File: src/rtl/skvt_pkg.sv
package skvt_pkg;

    localparam int OP_W  = 3;
    localparam int KEY_W = 64;
    localparam int VAL_W = 32;

    localparam logic [OP_W-1:0] OP_FIND   = 3'd0;
    localparam logic [OP_W-1:0] OP_GET    = 3'd1;
    localparam logic [OP_W-1:0] OP_INSERT = 3'd2;
    localparam logic [OP_W-1:0] OP_ERASE  = 3'd3;
    localparam logic [OP_W-1:0] OP_CLEAR  = 3'd4;

    typedef logic [KEY_W-1:0] t_key;
    typedef logic [VAL_W-1:0] t_val;

    typedef struct packed {
        logic cmp;
        logic ins;
        logic ers;
        logic wr;
        t_key key;
        t_val value;
    } t_bcast;

endpackage

File: src/rtl/skvt_cell.sv
module skvt_cell (
    input  logic             i_clk,
    input  skvt_pkg::t_bcast i_bc,
    input  logic             i_occupied,
    input  logic             i_left_lt,
    input  skvt_pkg::t_key   i_left_key,
    input  skvt_pkg::t_val   i_left_val,
    input  skvt_pkg::t_key   i_right_key,
    input  skvt_pkg::t_val   i_right_val,
    output logic             o_lt,
    output logic             o_eq,
    output skvt_pkg::t_key   o_key,
    output skvt_pkg::t_val   o_val
);

    logic           r_lt;
    logic           r_eq;
    skvt_pkg::t_key r_key;
    skvt_pkg::t_val r_val;

    always_ff @(posedge i_clk) begin
        if (i_bc.cmp) begin
            r_lt <= i_occupied && (r_key < i_bc.key);
            r_eq <= i_occupied && (r_key == i_bc.key);
        end
        priority if (i_bc.ins && !r_lt) begin
            if (i_left_lt) begin
                r_key <= i_bc.key;
                r_val <= i_bc.value;
            end else begin
                r_key <= i_left_key;
                r_val <= i_left_val;
            end
        end else if (i_bc.ers && !r_lt) begin
            r_key <= i_right_key;
            r_val <= i_right_val;
        end else if (i_bc.wr && r_eq) begin
            r_val <= i_bc.value;
        end else begin
            // hold
            r_key <= r_key;
            r_val <= r_val;
        end
    end

    assign o_lt  = r_lt;
    assign o_eq  = r_eq;
    assign o_key = r_key;
    assign o_val = r_val;

endmodule

File: config.mk
export PLATFORM = sky130hd
export DESIGN_NAME = skvt_cell
export DESIGN_NICKNAME = d
export VERILOG_FILES = /design/src/rtl/skvt_pkg.sv /design/src/rtl/skvt_cell.sv
export SDC_FILE = /design/constraint.sdc
export NUM_CORES = 1
export LEC_CHECK = 0
export BUFFER_PORTS_ARGS = -buffer_cell sky130_fd_sc_hd__clkbuf_2
export CAP_MARGIN = 20
export CORE_AREA = 2 2 153 155
export DETAILED_ROUTE_END_ITERATION = 16
export DIE_AREA = 0 0 155 157
export PLACE_DENSITY = 0.54
export RECOVER_POWER = 100
export SLEW_MARGIN = 20
export SYNTH_ARGS = -nofsm -noshare
export SYNTH_HDL_FRONTEND = slang
export SYNTH_SLANG_ARGS = --single-unit
File: constraint.sdc
create_clock -name i_clk -period 13.9 [get_ports i_clk]
set_input_delay 0 -clock i_clk [delete_from_list [all_inputs] [get_ports i_clk]]
set_output_delay 0 -clock i_clk [all_outputs]
set_load 0.05 [all_outputs]
# Word level (Yosys, flattened, before mapping)
# Cells that the tools add are included.
dict set report word_totals {
  output_inout_bits 98
  reg_bits 98
}
dict set report classes {
  reduce_logical 8
  muxes 7
  n_eq_ne 1
  n_lt_le_gt_ge 1
}
# op n
set ops {}
lappend ops {{two-way mux 64 bit} 3}
lappend ops {{two-way mux 32 bit} 4}
lappend ops {{== test 64 bit} 1}
lappend ops {{< comparator 64 bit} 1}
lappend ops {{logical AND 1 bit} 5}
lappend ops {{nonzero test 3 bit} 1}
lappend ops {{nonzero test 2 bit} 1}
lappend ops {{logical NOT 1 bit} 1}

# Depth between registers and ports, before layout
# Gate-level depths: netlist of run 1.
dict set report logic_depth {
  word_depth 4
  depth_mapped 8
}

# Worst setup path after synthesis of run 1
# Ideal clock, no wire load.
dict set report synth_path {
  kind {register -> register}
  startpoint {register r_lt, in the netlist o_lt}
  endpoint {register r_val[10], in the netlist o_val[10] (data pin)}
  stages_incl_launch_ff 6
  setup_ps 262
  t_arrival_ps 4647
  t_required_ps 13638
  setup_slack_ps 8991
  synth_period_minus_slack_ps 4909
  path_cell_list {edfxtp_1 nor2_1 o21ai_1 buf_2 a222oi_1 inv_1}
}
dict set report synth_via {
  elab_chain_len 4
}
# element line_no
set synth_rtl {}
lappend synth_rtl {{from (decl)} skvt_cell.sv:16} ;# logic r_lt;
lappend synth_rtl {{from (signal assigned)} skvt_cell.sv:23} ;# r_lt <= i_occupied && (r_key < i_bc.key);
lappend synth_rtl {{logical NOT 1 bit (*)} {skvt_cell.sv:26, skvt_cell.sv:34}}
lappend synth_rtl {{logical AND 1 bit} skvt_cell.sv:34} ;# end else if (i_bc.ers && !r_lt) begin
lappend synth_rtl {{two-way mux 32 bit} skvt_cell.sv:34}
lappend synth_rtl {{two-way mux 32 bit (*)} skvt_cell.sv:26} ;# priority if (i_bc.ins && !r_lt) begin
lappend synth_rtl {{to (signal assigned)} skvt_cell.sv:29} ;# r_val <= i_bc.value;
lappend synth_rtl {{to (signal assigned)} skvt_cell.sv:36} ;# r_val <= i_right_val;
lappend synth_rtl {{to (signal assigned)} skvt_cell.sv:38} ;# r_val <= i_bc.value;
lappend synth_rtl {{to (decl)} skvt_cell.sv:19} ;# skvt_pkg::t_val r_val;
# Every way passes the cells marked *; elsewhere a longest branch is shown, timed or not.
# A chain may end at the register's enable or synchronous reset.

# Final worst setup path of run 1
dict set report layout_path {
  startpoint {register r_lt, in the netlist o_lt}
  endpoint {register r_val[9], in the netlist o_val[9] (data pin)}
}
# Same word-level chain as after synthesis.

==> results of run 1 <==
## per-stage QoR
step           utilization, %  instances  worst slack [ns]  power (mW)
2_1_floorplan               -        620              8.99       0.606
3_3_place_gp             38.6       1272             10.71       0.720
3_5_place_dp             38.6       1272             11.01       0.722
4_1_cts                  46.4       1432             10.49        1.03
5_1_grt                  45.6       1433              7.11        1.07
6_report                 45.6       1433              7.86        1.02
## state kept, by name, indices dropped and copies added (netlist names)
name,cells
o_lt,1
o_eq,1
o_key,64
o_val,32
## per-layer routing
metal,up-vias,GRT usage (%),part of all wire [%]
met5,-,0,0
met2,272,33.7,50
li1,3322,-,-
met4,0,6.70,2.5
met3,37,4.32,6.3
met1,3085,23.5,41
## path summary, 6_finish.rpt
path                  startpoint   endpoint  slack (ns)  cells past startpoint
setup / recovery            o_lt   o_val[9]        7.86                      6
hold / removal    i_left_key[22]  o_key[22]        0.02                      3
setup reg to reg            o_lt   o_val[9]        7.86                      6
hold reg to reg        o_key[47]       o_lt        0.96                      4
## Yosys cell counts
library cell,number
nor3_1,2
and3_1,1
nor3b_1,1
nand4_1,9
a221oi_1,3
mux2i_1,64
edfxtp_1,98
nand2_1,79
o22ai_1,1
nand4b_1,1
clkbuf_1,18
o2111ai_1,1
o211ai_1,1
o21ai_0,50
a21o_1,8
a222oi_1,32
a2111oi_0,2
ha_1,64
o21ai_1,21
nand4_4,1
nor4_1,1
nand3_1,7
a211oi_1,1
o21a_1,1
buf_2,12
nand2b_1,1
nor4_2,1
a21oi_1,26
nor2_1,7
inv_1,100
nor4_4,2
nand4_2,4
## tightest hold or removal path, cell delays in order
cell      delay, ns
clkbuf_2       0.08
mux2i_1        0.05
o21ai_0        0.13
## cell families (layout without fill, tap and decap cells)
group	after synthesis	after routing	synth area share, %
flip-flops	98	98	45.8
AND/OR/NAND/NOR	117	117	9.12
other	0	1	0
buffers and inverters	130	657	7.83
AO/OA/AOI/OAI	147	147	14.8
multiplexers	64	64	9.98
adder cells (fa/ha/maj)	64	64	12.5
## where the power goes
part / total [mW] / switching (mW) / internal [mW]
clock network: 0.265 / 0.122 / 0.142
logic: 0.363 / 0.234 / 0.129
registers: 0.388 / 0.0165 / 0.371
## cell type report
class	instances	share of cell area, %
Timing Repair Buffer	541	32.2
Multi-Input combinational cell	392	29.0
Sequential cell	98	28.7
Inverter	100	3.66
Tap cell	285	3.47
Clock buffer	10	2.23
Clock inverter	6	0.719
Antenna cell	1	0.0244
==> results.yml, run 1 <==
floorplanning:
  io_pins: 393
  core-area_um2: 22500
  num_rows: 55
  fp.dieH_um: 157
  start_util_pct: 28.5
  die_area_um2: 24300
  die_x_um: 155
critical_path:
  cp.buffers_inverters: 3
  critPathArrivalTime_ns: 6.15
  cpPeakStageDelay_ns: 1.96
  cp.required_ns: 14.02
  crit_chain: "nand2b_1, clkbuf_1, o21ai_4, a222oi_1, dlygate4sd3_1, inv_1"
  critPathMaxFanout: 68
  cp-end-kind: "register"
  critPathSlowestCell: "clkbuf_1"
  critPathKind: "register to register"
  crit_family: "buffers and inverters"
  startpoint_type: "register"
cells_and_area:
  drive_gt1_share_pct: 27.8
  final_nets: 1501
  syn_to_final_growth_pct: 59.9
  multi_input_comb_area_um2: 2980
  final_cell_mix: "clkbuf_2, dlygate4sd3_1, clkbuf_1"
  final_cell_area_um2: 10300
  fill_cells: 2212
  seqCellArea_um2: 2940
  layout_commonest_cell: "clkbuf_2"
timing:
  period_share_pct: 43.4
  finalSetupViolations: 0
  tns_ns: 0
  worst_hold_slack_ns: 0.0179
  period_needed_ns: 6.04
  rsz0062_at_grt: "no"
  slew_viol_final: 231
  fmax_mhz: 166
  final.setup_skew_ns: 0.0141
  relSlewSlack_pct: -153
  tightest_slew_ns: 3.80
  hold_viol: 0
clocking:
  clock-sinks: 98
  post_cts_resized: 0
  hold_buffers: 144
  cts-root-buf: "clkbuf_16"
  htreeDepth: 3
  clock_latency_ns: 0.35
  tritoncts: "built"
  clk_pin_slew_ns: 0.08
  numCtsBuffers: 9
  post-cts-setup-buffers: 0
  cts.path.max_buffers: 2
global_routing:
  antenna_found_initial: 1
  grt_pass1_vias: 6679
  globalRouteOverflowTotal: 0
  grt_max_degree: 69
  grt_pass1_wl_um: 36200
  groute.usage.overall_pct: 19.3
synth:
  ys_warn_count: 0
  synthDistinctLibCells: 32
  synth_seq_area_share_pct: 45.8
  synth_area_leaders: "edfxtp_1, ha_1, mux2i_1"
  syn-mean-instance-area_um2: 10.4
  syn-cell-area_um2: 6420
  synthCells: 620
  synth_largest_area_cell: "edfxtp_1"
  synth_fp_nets: 979
  ys_ff_latch: 98
  synth_top_area_share_pct: 45.8
place:
  port_buffers: 392
  gp_congestion: 0.870
  place_hpwl_um: 18700
  place_area_um2: 8690
route:
  dr.pass1.iters: 8
  routedWlPerCell_um: 17.3
  postRouteAntennaNets: 0
  drt-vias-per-instance: 4.69
  drt_iter0_drc: 506
  finalWirelength_um: 24800
  drc_errors: 0
  vias: 6716
pwr:
  p_leak_nw: 5.06
  p_per_area_nw_per_um2: 98.9
  vdd.ir_drop.worst_v: 0.0000476
job:
  cap_violations: 4
run_status:
  violations: "max-capacitance violations, max-slew violations"
  status: "finished, violations left"
hold_path:
  hold_path_class: "primary input to register"
(Power assumes the default switching activity.)
==> run 2, diff against run 1 <==
ABC_AREA = 1   (was unset)
CORE_AREA = 2 2 152 154   (was 2 2 153 155)
DIE_AREA = 0 0 154 156   (was 0 0 155 157)
PLACE_DENSITY = 0.57   (was 0.54)
clock period = 6.04 ns   (was 13.9 ns; I/O delays follow)
==> run 2 against run 1 <==
  * Worst setup slack lost 6.4 ns
  * The flow still finishes with violations (max-capacitance violations, max-slew violations)
  * Fmax grew 32%
  * Combinational power grew 150%
  * Largest power group unchanged
  * Largest cell class is now multi-input gates
  * Global-route usage grew 3.1 points
  * Critical endpoint is now o_val[19]
  * Sequential power grew 130%
  * Synthesized area grew 8.2%
  * Clock skew is essentially flat
==> results.yml, run 2 <==
timing:
  rsz0062_at_grt: "no"
  slew_viol_final: 33
  setup_ws_ns: 1.47
  period_needed_ns: 4.57
  finalSetupViolations: 0
  tns_ns: 0
  relSlewSlack_pct: -9.83
  final.setup_skew_ns: 0.0145
  hold_viol: 0
  fmax_mhz: 219
  tightest_slew_ns: 1.64
  period_share_pct: 75.7
critical_path:
  startpoint_type: "register"
  cp-end-kind: "register"
  critPathArrivalTime_ns: 4.79
  cp.required_ns: 6.26
  critPathKind: "register to register"
  ff2ff_path_depth: 7
  critPathMaxFanout: 61
clocking:
  clk_pin_slew_ns: 0.08
  cts.path.max_buffers: 2
  clock-sinks: 98
  post-cts-setup-buffers: 0
  post_cts_resized: 0
  clock_latency_ns: 0.36
  tritoncts: "built"
  htreeDepth: 3
  cts-root-buf: "clkbuf_16"
  numCtsBuffers: 9
  hold_buffers: 98
route:
  finalWirelength_um: 27900
  drc_errors: 0
  vias: 7926
  drt-vias-per-instance: 4.92
  routedWlPerCell_um: 17.4
  drt_iter0_drc: 504
  postRouteAntennaNets: 0
  dr.pass1.iters: 5
synth:
  ys_top_cells_by_count: "a21oi_1, nand2_1, nor2_1"
  synth_largest_area_cell: "edfxtp_1"
  synthArstFlopShare_pct: 0
  synth_fp_nets: 1222
  synthDistinctLibCells: 27
  synthMostInstantiatedCell: "a21oi_1"
  ys_warn_count: 0
  syn-cell-area_um2: 6950
  synth_top_area_share_pct: 42.4
  synth_edf_count: 98
  synth_area_leaders: "edfxtp_1, a21oi_1, ha_1"
  synthCells: 863
  syn-mean-instance-area_um2: 8.05
  yosys_most_used_dff: "edfxtp_1"
  ys_ff_latch: 98
  synth_seq_area_share_pct: 42.4
place:
  place_area_um2: 9040
  place_hpwl_um: 20000
  place_inst: 1494
  place_ws_ns: 2.92
  gp_congestion: 0.884
  port_buffers: 392
floorplanning:
  fp.dieH_um: 156
  io_pins: 393
  die_area_um2: 24000
  start_util_pct: 31.1
  core-area_um2: 22400
  num_rows: 55
  die_x_um: 154
global_routing:
  groute.usage.overall_pct: 22.4
  grt_max_degree: 97
  globalRouteOverflowTotal: 0
  antenna_found_initial: 3
  grt_pass1_wl_um: 41800
  grt_pass1_vias: 7995
cells_and_area:
  drive_gt1_share_pct: 24.3
  final_cell_mix: "clkbuf_2, a21oi_1, nand2_1"
  largest_reg_flops: 64
  final_nets: 1677
  syn_to_final_growth_pct: 46.7
  final_cell_area_um2: 10200
  fin_cells: 1610
  fill_cells: 2313
  layout_commonest_cell: "clkbuf_2"
pwr:
  p_per_area_nw_per_um2: 236
  p_leak_nw: 4.79
  vdd.ir_drop.worst_v: 0.000114
hold_path:
  hold_depth: 3
  hold_path_class: "primary input to register"
run_status:
  violations: "max-capacitance violations, max-slew violations"
  status: "finished, violations left"
job:
  cap_violations: 1
[run 2: metrics by stage]
step | util [%] | power (mW) | hold slack [ns]
CTS | 46.1 | 2.45 | 0.000188
detailed placement | 40.4 | 1.77 | 0.227
finish | 45.6 | 2.41 | 0.00862
global route | 45.6 | 2.53 | 0.00825
floorplan | - | 1.49 | 0.112
global placement | 40.4 | 1.77 | 0.233
[run 2: area by class of cell]
| cell class | instances | area [µm²] | share of cell area [%] |
|---|---|---|---|
| Multi-Input combinational cell | 629 | 3410 | 33.5 |
| Sequential cell | 98 | 2940 | 28.9 |
| Timing Repair Buffer | 495 | 2860 | 28.1 |
| Tap cell | 285 | 357 | 3.50 |
| Inverter | 85 | 325 | 3.19 |
| Clock buffer | 12 | 236 | 2.32 |
| Clock inverter | 4 | 52.6 | 0.516 |
| Antenna cell | 2 | 5.00 | 0.0491 |
[run 2: cells by family (layout without fill, tap and decap cells)]
logic type	after synthesis	in the layout	synth area share, %
compound gates	291	291	21.8
simple gates	274	274	15.8
buf+inv	136	596	8.56
flops	98	98	42.4
fa+ha+maj	64	64	11.5
other cells	0	2	0
[run 2: path summary, 6_finish.rpt]
kind / start / endpoint / slack (ns)
max reg2reg: o_lt / o_val[19] / 1.47
min reg2reg: o_key[4] / o_eq / 1.00
max: o_lt / o_val[19] / 1.47
min: i_bc[66] / o_key[34] / 0.009
[run 2: critical path: stages, from the launching register on]
cell           delay [ns]
edfxtp_1             0.39
inv_1                0.90
nand2_4              0.70
clkinvlp_2           0.89
buf_4                0.53
o21ai_0              0.18
o22ai_1              0.16
dlygate4sd3_1        0.57
[run 2: where the power goes]
group          internal [mW]  switching, mW  leakage, nW
registers              0.862         0.0419        0.960
logic                  0.279          0.624         3.70
clock network          0.323          0.278        0.129
[run 2: layer usage]
layer  vias to the layer above  global-route usage [%]  share of wire [%]  routed length [µm]
li1                       3898                       -                  -                   -
met1                      3582                    25.7                 39               10900
met2                       388                    41.0                 50               14000
met3                        58                    4.39                7.3                2040
met4                         0                    9.12                3.6                1010
met5                         -                       0                  0                   0
==> run 3, diff against run 2 <==
ABC_AREA = 0   (was 1)
PLACE_DENSITY = 0.54   (was 0.57)
clock period = 4.25 ns   (was 6.04 ns; I/O delays follow)
==> run 3 against run 2 <==
  * The run still ends with max-capacitance violations, max-slew violations left
  * Cell count down 11%
  * Count of clock-buffer cells in the layout down 3
  * First-iteration DRC count up 30%
  * Hold slack better by 0.0037 ns
  * Clock skew down 0.0067 ns
  * Routed wire length down 14%
  * Die area unchanged
  * Global-route usage down 3.0 points
  * Flip-flop and latch count unchanged
  * Clock power up 35%
  * Critical path type unchanged
  * Largest cell class is now non-clock buffers
==> results.yml, run 3 (synthesis gave the netlist of run 1 again) <==
clocking:
  cts-root-buf: "clkbuf_16"
  cts.path.max_buffers: 2
  tritoncts: "built"
  clock_latency_ns: 0.35
  numCtsBuffers: 9
  clk_pin_slew_ns: 0.08
  htreeDepth: 3
  post-cts-setup-buffers: 0
  clock-sinks: 98
  post_cts_resized: 0
pwr:
  p_seq_share_pct: 38.8
  intPower_mw: 2.03
  clkPwrFrac_pct: 25.1
  vdd.ir_drop.worst_v: 0.000171
  power.total_mw: 3.23
  p_per_area_nw_per_um2: 316
  combinationalPowerShare_pct: 36.1
  p_leak_nw: 5.07
  power.switching_mw: 1.20
  switching_share_pct: 37.1
global_routing:
  antenna_found_initial: 0
  grt_pass1_vias: 6857
  grt_max_degree: 78
  globalRouteOverflowTotal: 0
  groute.usage.overall_pct: 19.4
  grt_pass1_wl_um: 36400
timing:
  tightest_slew_ns: 1.80
  hold_viol: 0
  period_needed_ns: 3.09
  rsz0062_at_grt: "no"
  relSlewSlack_pct: -20.2
  period_share_pct: 72.7
  slew_viol_final: 66
  finalSetupViolations: 0
  final.setup_skew_ns: 0.00772
  tns_ns: 0
  fmax_mhz: 324
place:
  place_inst: 1274
  gp_congestion: 0.831
  place_hpwl_um: 18200
  port_buffers: 392
floorplanning:
  die_x_um: 154
  die_area_um2: 24000
  core-area_um2: 22400
  start_util_pct: 28.7
  fp.dieH_um: 156
  io_pins: 393
  num_rows: 55
critical_path:
  crit_chain: "nand2b_4, clkbuf_2, o21ai_0, dlygate4sd3_1"
  cp.buffers_inverters: 2
  critPathSlowestCell: "clkbuf_2"
  r2r-end: "o_key[57]"
  ff2ff_path_depth: 4
  crit_path_end: "o_key[57]"
  path_depth: 4
  critPathKind: "register to register"
  cp.required_ns: 4.36
  r2r_slack_ns: 1.16
  cp-end-kind: "register"
  cpPeakStageDelay_ns: 1.04
  cp-startpoint: "o_lt"
  worstReg2RegStart: "o_lt"
  critPathArrivalTime_ns: 3.20
  critPathMaxFanout: 77
  startpoint_type: "register"
  crit_family: "buffers and inverters"
route:
  dr.pass1.iters: 10
  finalWirelength_um: 24100
  postRouteAntennaNets: 0
  drc_errors: 0
  vias: 6770
  drt_iter0_drc: 657
  routedWlPerCell_um: 16.8
  drt-vias-per-instance: 4.73
cells_and_area:
  largest_reg_flops: 64
  layout_commonest_cell: "clkbuf_2"
  final_nets: 1500
  final_cell_mix: "clkbuf_2, dlygate4sd3_1, inv_1"
  drive_gt1_share_pct: 28.4
  num_antenna_cells: 0
  fin_cells: 1431
  syn_to_final_growth_pct: 59.3
hold_path:
  hold_path_class: "primary input to register"
run_status:
  status: "finished, violations left"
  violations: "max-capacitance violations, max-slew violations"
job:
  cap_violations: 1
-- run 3: cell count changes in the layout (fill, tap and decap cells not counted), sizes merged, moves of 4 or more --
cell / previous run / this run
nor2: 119 / 7
a21oi: 184 / 26
nand2: 136 / 79
mux2i: 0 / 64
o22ai: 32 / 1
nand4: 4 / 14
a222oi: 0 / 32
inv: 84 / 102
dlygate4sd3: 98 / 141
nor4: 0 / 4
a21o: 4 / 8
-- run 3: tightest hold or removal path: cells and delay by family --
kind,cells,cell delay [ns]
AO/OA/AOI/OAI,1,0.12
buffers and inverters,1,0.07
multiplexers,1,0.05
-- run 3: timing repair --
item	in CTS	in global routing
hold buffers	141	0
hold endpoints to repair	98	0
setup endpoints to repair	0	0
-- run 3: worst min path at each step --
stage	start	endpoint	slack, ns	cells after the start
3_3_place_gp	i_bc[99]	o_eq	0.23	1
2_1_floorplan	i_bc[99]	o_eq	0.11	0
4_1_cts	i_left_key[10]	o_key[10]	0.002	3
5_1_grt	i_left_key[31]	o_key[31]	0.02	3
6_report	i_left_key[10]	o_key[10]	0.01	3
3_5_place_dp	i_bc[99]	o_lt	0.23	1
-- run 3: layout make-up --
class,instances,area (µm²)
fillers,2216,12100
repair buffers,540,3300
multi-input cells,392,2970
flip-flops and latches,98,2940
inverters,100,375
well taps,285,357
clock buffers,9,225
clock inverters,7,65.1
-- run 3: power groups by stage --
| stage | Sequential (mW) | Clock [mW] | Combinational [mW] |
|---|---|---|---|
| floorplan | 1.62 | 0 | 0.350 |
| global placement | 1.27 | 0 | 1.06 |
| detailed placement | 1.28 | 0 | 1.06 |
| CTS | 1.25 | 0.841 | 1.20 |
| global route | 1.27 | 0.883 | 1.27 |
| finish | 1.26 | 0.811 | 1.17 |
-- run 3: through the flow --
| stage | util (%) | hold slack [ns] | instance area [µm²] | setup slack, ns |
|---|---|---|---|---|
| CTS | 46.5 | 0.00212 | 10400 | 1.55 |
| floorplan | - | 0.112 | 6420 | 0.557 |
| global route | 45.7 | 0.0170 | 10200 | 0.787 |
| detailed placement | 38.9 | 0.232 | 8690 | 1.82 |
| finish | 45.7 | 0.0123 | 10200 | 1.16 |
| global placement | 38.9 | 0.228 | 8690 | 1.89 |
-- run 3: layer usage --
layer | share of wire (%) | global-route usage (%) | wire [µm]
met1 | 41 | 24.2 | 9970
met2 | 50 | 33.6 | 12000
met3 | 5.8 | 3.25 | 1390
met4 | 3.1 | 7.48 | 745
met5 | 0 | 0 | 0
